### src/design/swmi_pkg.sv
// ----------------------------------------------------------------------------
// swmi_pkg: shared types and constants of the sliding window maximum unit
// Window depth, derived widths and the control group passed to the search.
// ----------------------------------------------------------------------------
package swmi_pkg;

	localparam int MAX_WINDOW = 64;

	localparam int SAMPLE_W = 32;
	localparam int POS_W    = 32;
	localparam int WL_W     = 7;

	// Width that holds the clamped window length 1..MAX_WINDOW.
	localparam int CNT_W = $clog2(MAX_WINDOW + 1);
	localparam int KC_W  = (CNT_W > WL_W) ? CNT_W : WL_W;

	// The search looks at the cells in groups of eight.
	localparam int GRP_SIZE = 8;
	localparam int SUB_W    = 3;
	localparam int NUM_GRP  = (MAX_WINDOW + GRP_SIZE - 1) / GRP_SIZE;
	localparam int GRP_W    = (NUM_GRP > 1) ? $clog2(NUM_GRP) : 1;
	localparam int PAD_W    = NUM_GRP * GRP_SIZE;
	localparam int IDX_W    = GRP_W + SUB_W;

	typedef struct packed {
		logic ld_s1;
		logic ld_s2;
	} swmi_ctrl_t;

endpackage

### src/design/swmi_cell.sv
// ----------------------------------------------------------------------------
// swmi_cell: one age slot of the candidate shift line
// Holds one sample and whether it is still a candidate for the maximum.
// ----------------------------------------------------------------------------
module swmi_cell
	import swmi_pkg::*;
(
	input  logic                       clk,
	input  logic                       arst_n,
	input  logic                       shift_en,
	input  logic                       entry,
	input  logic                       clear,
	input  logic                       keep,
	input  logic signed [SAMPLE_W-1:0] sample,
	input  logic                       in_alive,
	input  logic signed [SAMPLE_W-1:0] in_value,
	output logic                       alive,
	output logic signed [SAMPLE_W-1:0] value
);

	logic                       alive_q;
	logic signed [SAMPLE_W-1:0] value_q;
	logic                       alive_d;

	// A neighbor's entry survives the move only if it is inside the window
	// and strictly larger than the newest sample.
	always_comb begin
		if (entry) begin
			alive_d = 1'b1;
		end else begin
			alive_d = in_alive && keep && !clear && (in_value > sample);
		end
	end

	always_ff @(posedge clk or negedge arst_n) begin
		if (!arst_n) begin
			alive_q <= 1'b0;
		end else if (shift_en) begin
			alive_q <= alive_d;
		end
	end

	always_ff @(posedge clk) begin
		if (shift_en) begin
			value_q <= in_value;
		end
	end

	assign alive = alive_q;
	assign value = value_q;

endmodule

### src/design/swmi_search.sv
// ----------------------------------------------------------------------------
// swmi_search: oldest live candidate search
// Two registered levels: a priority pick inside each group of eight cells,
// then the oldest group, turned into a position.
// ----------------------------------------------------------------------------
module swmi_search
	import swmi_pkg::*;
(
	input  logic                  clk,
	input  swmi_ctrl_t            ctrl,
	input  logic [MAX_WINDOW-1:0] alive,
	input  logic [POS_W-1:0]      pos_s0,
	output logic [POS_W-1:0]      max_position
);

	logic [PAD_W-1:0]   flags;
	logic [NUM_GRP-1:0] any_d;
	logic [SUB_W-1:0]   sub_d [NUM_GRP];

	logic [NUM_GRP-1:0] any_s1;
	logic [SUB_W-1:0]   sub_s1 [NUM_GRP];
	logic [POS_W-1:0]   pos_s1;

	logic [GRP_W-1:0]   grp_sel;
	logic [SUB_W-1:0]   sub_sel;
	logic [IDX_W-1:0]   age;
	logic [POS_W-1:0]   max_position_q;

	assign flags = PAD_W'(alive);

	// Highest cell index is the oldest live entry.
	always_comb begin
		for (int g = 0; g < NUM_GRP; g++) begin
			any_d[g] = |flags[g*GRP_SIZE +: GRP_SIZE];
			sub_d[g] = '0;
			for (int s = 0; s < GRP_SIZE; s++) begin
				if (flags[g*GRP_SIZE + s]) begin
					sub_d[g] = SUB_W'(s);
				end
			end
		end
	end

	always_ff @(posedge clk) begin
		if (ctrl.ld_s1) begin
			any_s1 <= any_d;
			sub_s1 <= sub_d;
			pos_s1 <= pos_s0;
		end
	end

	always_comb begin
		grp_sel = '0;
		for (int g = 0; g < NUM_GRP; g++) begin
			if (any_s1[g]) begin
				grp_sel = GRP_W'(g);
			end
		end
		sub_sel = sub_s1[grp_sel];
		age     = {grp_sel, sub_sel};
	end

	always_ff @(posedge clk) begin
		if (ctrl.ld_s2) begin
			max_position_q <= pos_s1 - POS_W'(age);
		end
	end

	assign max_position = max_position_q;

endmodule

### src/design/sliding_window_max_index_unit.sv
// ----------------------------------------------------------------------------
// sliding_window_max_index_unit: position of the maximum over a sliding window
// Top level: handshake, window register, cell chain and position counter.
// ----------------------------------------------------------------------------
// The unit takes one signed sample per cycle while s_axis_tready is high and
// returns, for each one, the position of the largest of the last window_length
// samples (newest wins on ties). A row of MAX_WINDOW cells, one per sample
// age, shifts every accepted sample along and drops entries that are too old
// or not above the newest sample, all in the cycle of acceptance; that update
// of the cell row sets the rate of one sample per cycle. After acceptance, the
// result beat passes through the two registered levels of the search, the
// second of which is the output register, and is taken when the result side
// is ready. tuser[0] high starts a new sequence at position 0.
// Window lengths of zero act as one, lengths above MAX_WINDOW as MAX_WINDOW.
// No clearing pass is needed after reset.
module sliding_window_max_index_unit
	import swmi_pkg::*;
(
	input  logic              clk,
	input  logic              arst_n,
	input  logic              cfg_we,
	input  logic [WL_W-1:0]   cfg_wdata,      // window_length
	input  logic              s_axis_tvalid,
	output logic              s_axis_tready,
	input  logic [31:0]       s_axis_tdata,   // [31:0] sample
	input  logic [0:0]        s_axis_tuser,   // [0] first
	output logic              m_axis_tvalid,
	input  logic              m_axis_tready,
	output logic [31:0]       m_axis_tdata    // [31:0] max_position
);

	logic [WL_W-1:0]  wl_q;
	logic [KC_W-1:0]  wl_ext;
	logic [KC_W-1:0]  k_eff;

	logic [POS_W-1:0] next_pos_q;
	logic [POS_W-1:0] pos_s0;
	logic [POS_W-1:0] pos_cur;
	logic             v_s0_q;
	logic             v_s1_q;
	logic             m_valid_q;

	logic             accept;
	logic             first;
	swmi_ctrl_t       ctrl;

	logic signed [SAMPLE_W-1:0] sample;
	logic [MAX_WINDOW-1:0]      alive_w;
	logic signed [SAMPLE_W-1:0] value_w [MAX_WINDOW];
	logic [MAX_WINDOW-1:0]      keep_w;

	assign sample = $signed(s_axis_tdata[SAMPLE_W-1:0]);
	assign first  = s_axis_tuser[0];

	always_ff @(posedge clk or negedge arst_n) begin
		if (!arst_n) begin
			wl_q <= WL_W'(1);
		end else if (cfg_we) begin
			wl_q <= cfg_wdata;
		end
	end

	always_comb begin
		wl_ext = KC_W'(wl_q);
		if (wl_ext == '0) begin
			k_eff = KC_W'(1);
		end else if (wl_ext > KC_W'(MAX_WINDOW)) begin
			k_eff = KC_W'(MAX_WINDOW);
		end else begin
			k_eff = wl_ext;
		end
	end

	// Each stage moves when the one after it is free or moving.
	assign ctrl.ld_s2    = !m_valid_q || m_axis_tready;
	assign ctrl.ld_s1    = !v_s1_q || ctrl.ld_s2;
	assign s_axis_tready = !v_s0_q || ctrl.ld_s1;
	assign accept        = s_axis_tvalid && s_axis_tready;

	assign pos_cur = first ? '0 : next_pos_q;

	always_ff @(posedge clk or negedge arst_n) begin
		if (!arst_n) begin
			next_pos_q <= '0;
			v_s0_q     <= 1'b0;
			v_s1_q     <= 1'b0;
			m_valid_q  <= 1'b0;
		end else begin
			if (accept) begin
				next_pos_q <= pos_cur + POS_W'(1);
				v_s0_q     <= 1'b1;
			end else if (ctrl.ld_s1) begin
				v_s0_q <= 1'b0;
			end
			if (ctrl.ld_s1) begin
				v_s1_q <= v_s0_q;
			end
			if (ctrl.ld_s2) begin
				m_valid_q <= v_s1_q;
			end
		end
	end

	// Position of the newest sample held in cell zero.
	always_ff @(posedge clk) begin
		if (accept) begin
			pos_s0 <= pos_cur;
		end
	end

	for (genvar j = 0; j < MAX_WINDOW; j++) begin : g_cell
		// An entry landing in cell j is j samples old.
		assign keep_w[j] = KC_W'(j) < k_eff;

		if (j == 0) begin : g_head
			swmi_cell u_cell (
				.clk      (clk),
				.arst_n   (arst_n),
				.shift_en (accept),
				.entry    (1'b1),
				.clear    (first),
				.keep     (keep_w[j]),
				.sample   (sample),
				.in_alive (1'b1),
				.in_value (sample),
				.alive    (alive_w[j]),
				.value    (value_w[j])
			);
		end else begin : g_body
			swmi_cell u_cell (
				.clk      (clk),
				.arst_n   (arst_n),
				.shift_en (accept),
				.entry    (1'b0),
				.clear    (first),
				.keep     (keep_w[j]),
				.sample   (sample),
				.in_alive (alive_w[j-1]),
				.in_value (value_w[j-1]),
				.alive    (alive_w[j]),
				.value    (value_w[j])
			);
		end
	end

	swmi_search u_search (
		.clk          (clk),
		.ctrl         (ctrl),
		.alive        (alive_w),
		.pos_s0       (pos_s0),
		.max_position (m_axis_tdata)
	);

	assign m_axis_tvalid = m_valid_q;

endmodule

### config.mk
export PLATFORM = sky130hd
export DESIGN_NAME = sliding_window_max_index_unit
export DESIGN_NICKNAME = d
export VERILOG_FILES = /design/src/design/swmi_pkg.sv /design/src/design/swmi_cell.sv /design/src/design/swmi_search.sv /design/src/design/sliding_window_max_index_unit.sv
export SDC_FILE = /design/constraint.sdc
export NUM_CORES = 2
export LEC_CHECK = 0
export CAP_MARGIN = 20
export CELL_PAD_IN_SITES_DETAIL_PLACEMENT = 1
export CELL_PAD_IN_SITES_GLOBAL_PLACEMENT = 1
export CORE_AREA = 4 4 515 517
export CTS_BUF_LIST = sky130_fd_sc_hd__clkbuf_2
export DETAILED_ROUTE_END_ITERATION = 6
export DIE_AREA = 0 0 519 521
export DONT_BUFFER_PORTS = 1
export PLACE_DENSITY = 0.7
export SETUP_SLACK_MARGIN = 0.5
export SYNTH_ARGS = -nofsm -noshare
export SYNTH_HDL_FRONTEND = slang
export SYNTH_SLANG_ARGS = --single-unit
export TNS_END_PERCENT = 30
### constraint.sdc
create_clock -name clk -period 124.4 [get_ports clk]
set_input_delay 24.88 -clock clk [delete_from_list [all_inputs] [get_ports clk]]
set_output_delay 24.88 -clock clk [all_outputs]
set_load 0.005 [all_outputs]
==> reports/qor.txt <==
Status: complete, no violations
Die Span Y: 521 um
Buf/Inv on CP: 0
Antenna violations before repair: 15
Area of the multi-input gates: 0.04671 sq mm
Final Hold Viols: 0
Count leader, synth: edfxtp_1
First-pass GRT wire length: 467100 um
Via Count: 74950
Count of final setup violators: 0
Final period utilization: 0.4026
Post-CTS sizing: 0
Fin nets: 11040
Worst vdd ir: 0.007511 mV
Hold Crit Depth: 0
Num CTS Buffers: 616
Worst slew margin: 0.1723
DRT Wirelength: 303000 um
Synth top area cells: edfxtp_1 56%, ha_1 22%, a21oi_1 4.1%
Max_cap viols: 0
Synth cell types: 60
CTS tree: yes
Worst-path cell chain: nand4b_1
Synth cell count leaders: 2143 x edfxtp_1, 2023 x ha_1, 932 x a21oi_1
Worst path slowest cell: nand4b_1
Sequential-to-total area share from yosys stat: 0.5865
Post-route ant nets: 0
Longest Clk Path Bufs: 4
Area of placed instances: 0.1193 sq mm
Syn_nets: 10360
CTS sink count: 2249
Number of synthesized flops with an enable pin: 2143
Critical path depth: 1
Clock skew: 0.1603 ns
GPL Wtd Cong: 0.8403
Routed vias/inst: 5.835
Cell row count: 188
Drt pass-1 iters: 5
Setup TNS after final layout: 0 ns
Ys Warns: 0
Pins Over Slew Limit: 0
Setup repair bufs after CTS: 0
Layout area overhead: 9.406%
DP HPWL: 218900 um
Layout cells sized above 1: 0.1258
Worst-path clk slew: 0.09 ns
Syn Inst Count: 8295
Power Density: 13.80 mW/mm^2
CTS Hold Buffers Added: 0
Flip-flop and latch count after synthesis: 2249
Fmax: 19.97 MHz
Leakage: 49.52 nW
Die area: 0.2704 sq mm
Chip width: 519 um
Main synth FF type: edfxtp_1
Number of top-level pins: 79
DR iter-0 viols: 4327
Critical Path Sink Type: output port
Core area: 0.2611 sq mm
Final core utilization: 0.4787
Req. time, crit path: 99.52 ns
Worst-margin pin slew: 1.242 ns
Slowest stage delay, CP: 0.32 ns
DRC Markers: 0
Grt total ovfl: 0
Largest net degree at the start of global routing: 194
Sequential cell area: 0.06701 sq mm
Clock Latency Late Sink: 1.77 ns
Worst Setup Start Kind: input port
RSZ-0062 raised after global routing: false
Crit-path max FO: 5
Port Buffers: 0
Vias in the first global route: 83840
HP Class: flip-flop to flip-flop
Fin Hold WS: 0.3539 ns
R2R depth: 7
Htree depth: 6
Clk root buf: clkbuf_2
Critical path arrival: 25.20 ns
Avg Synthesized Cell Area: 13.77 sq um
Total Power: 0.001725 W
Critical path class: input port to output port
Post-route cell area: 0.1250 sq mm
Fin crit period: 50.08 ns
DR WL/cell: 23.59 um
Post-synthesis async set-or-reset flop share: 0.04713
CP top delay family: simple AND/OR/NAND/NOR gates
Synthesized area: 0.1143 sq mm
Leading area contributor after synthesis: edfxtp_1
Starting density of the core: 0.4376
GRT Util Overall: 0.2202
Number of fill cells: 26750
Synth top area share: 0.5632
==> registers in the layout (all words and copies together), names as in the netlist, 7 cells and up <==
name / cells
wl_ext: 7
pos_s0: 32
u_search.pos_s1: 32
g_cell.g_body.u_cell.alive: 63
g_cell.g_head.u_cell.value: 32
u_search.any_s1: 7
u_search.sub_s1: 24
g_cell.g_body.u_cell.value: 1984
next_pos_q: 32
u_search.max_position: 32
==> cell usage in the layout (no fill, tap or decap), drive strengths merged, types with 23 or more instances in the layout <==
master   count
a211oi      63
a21bo       33
a21o        27
nor4       131
nand2      670
xor2        38
nor2       263
a22oi       63
clkinv     114
inv        138
a21oi      932
o2111ai     33
dfrtp      105
a221oi      39
buf         91
o21ai      289
nand4      397
ha        2023
and4        66
clkbuf     933
xnor2       76
a211o       23
o211ai     134
nand3      271
nor3        72
edfxtp    2143
a221o       24
nor2b       73
==> logic make-up (layout without fill, tap and decap cells) <==
group | after synthesis | after routing | share of synthesized area
compound gates | 1724 | 1724 | 0.08891
simple gates | 1990 | 1990 | 0.08676
xor+xnor | 114 | 114 | 0.008739
fa+ha+maj | 2024 | 2024 | 0.2217
other cells | 0 | 8 | 0
mux | 17 | 17 | 0.001566
flops | 2249 | 2249 | 0.5865
buf+inv | 177 | 1299 | 0.005826
==> path summary, 6_finish.rpt <==
| path | end | slack, ns | from |
|---|---|---|---|
| max | s_axis_tready | 74.32 | m_axis_tready |
| min | g_cell[24].g_body.u_cell.value[13]$_DFFE_PP_ | 0.35 | g_cell[23].g_body.u_cell.value[13]$_DFFE_PP_ |
| max in group asynchronous | g_cell[9].g_body.u_cell.alive$_DFFE_PN0P_ | 101.21 | arst_n |
| max reg2reg | g_cell[48].g_body.u_cell.value[15]$_DFFE_PP_ | 118.64 | m_axis_tvalid$_DFFE_PN0P_ |
| min reg2reg | g_cell[24].g_body.u_cell.value[13]$_DFFE_PP_ | 0.35 | g_cell[23].g_body.u_cell.value[13]$_DFFE_PP_ |
| min in group asynchronous | wl_ext[6]$_DFFE_PN0P_ | 22.84 | arst_n |
==> metal layers <==
layer  track usage  up-vias  wire [um]
li1              -    34900          -
met1        0.2308    37650     110800
met5             0        -         21
met2        0.4172     1683     162600
met4        0.1139        4      16100
met3       0.04043      717      13540
==> final cells by class <==
type / instances / share of cell area
Sequential cell: 2249 / 0.5361
Multi-Input combinational cell: 5869 / 0.3737
Clock buffer: 933 / 0.03736
Tap cell: 3420 / 0.03423
Clock inverter: 131 / 0.007788
Timing Repair Buffer: 91 / 0.006116
Inverter: 144 / 0.004605
Antenna cell: 8 / 0.0001602
==> through the flow <==
| step | worst slack [ns] | instances |
|---|---|---|
| final | 74.32 | 12850 |
| after global routing | 74.29 | 12840 |
| after CTS | 74.31 | 12830 |
| after detailed placement | 74.31 | 11770 |
| after global placement | 74.33 | 11770 |
| after floorplan | 40.84 | 8295 |
==> power breakdown <==
group          switching (W)  internal (W)  leakage (nW)
registers          0.0000355      0.000903          22.2
logic               0.000153     0.0000829          23.0
clock network       0.000325      0.000226          4.33
(Power assumes the default switching activity.)
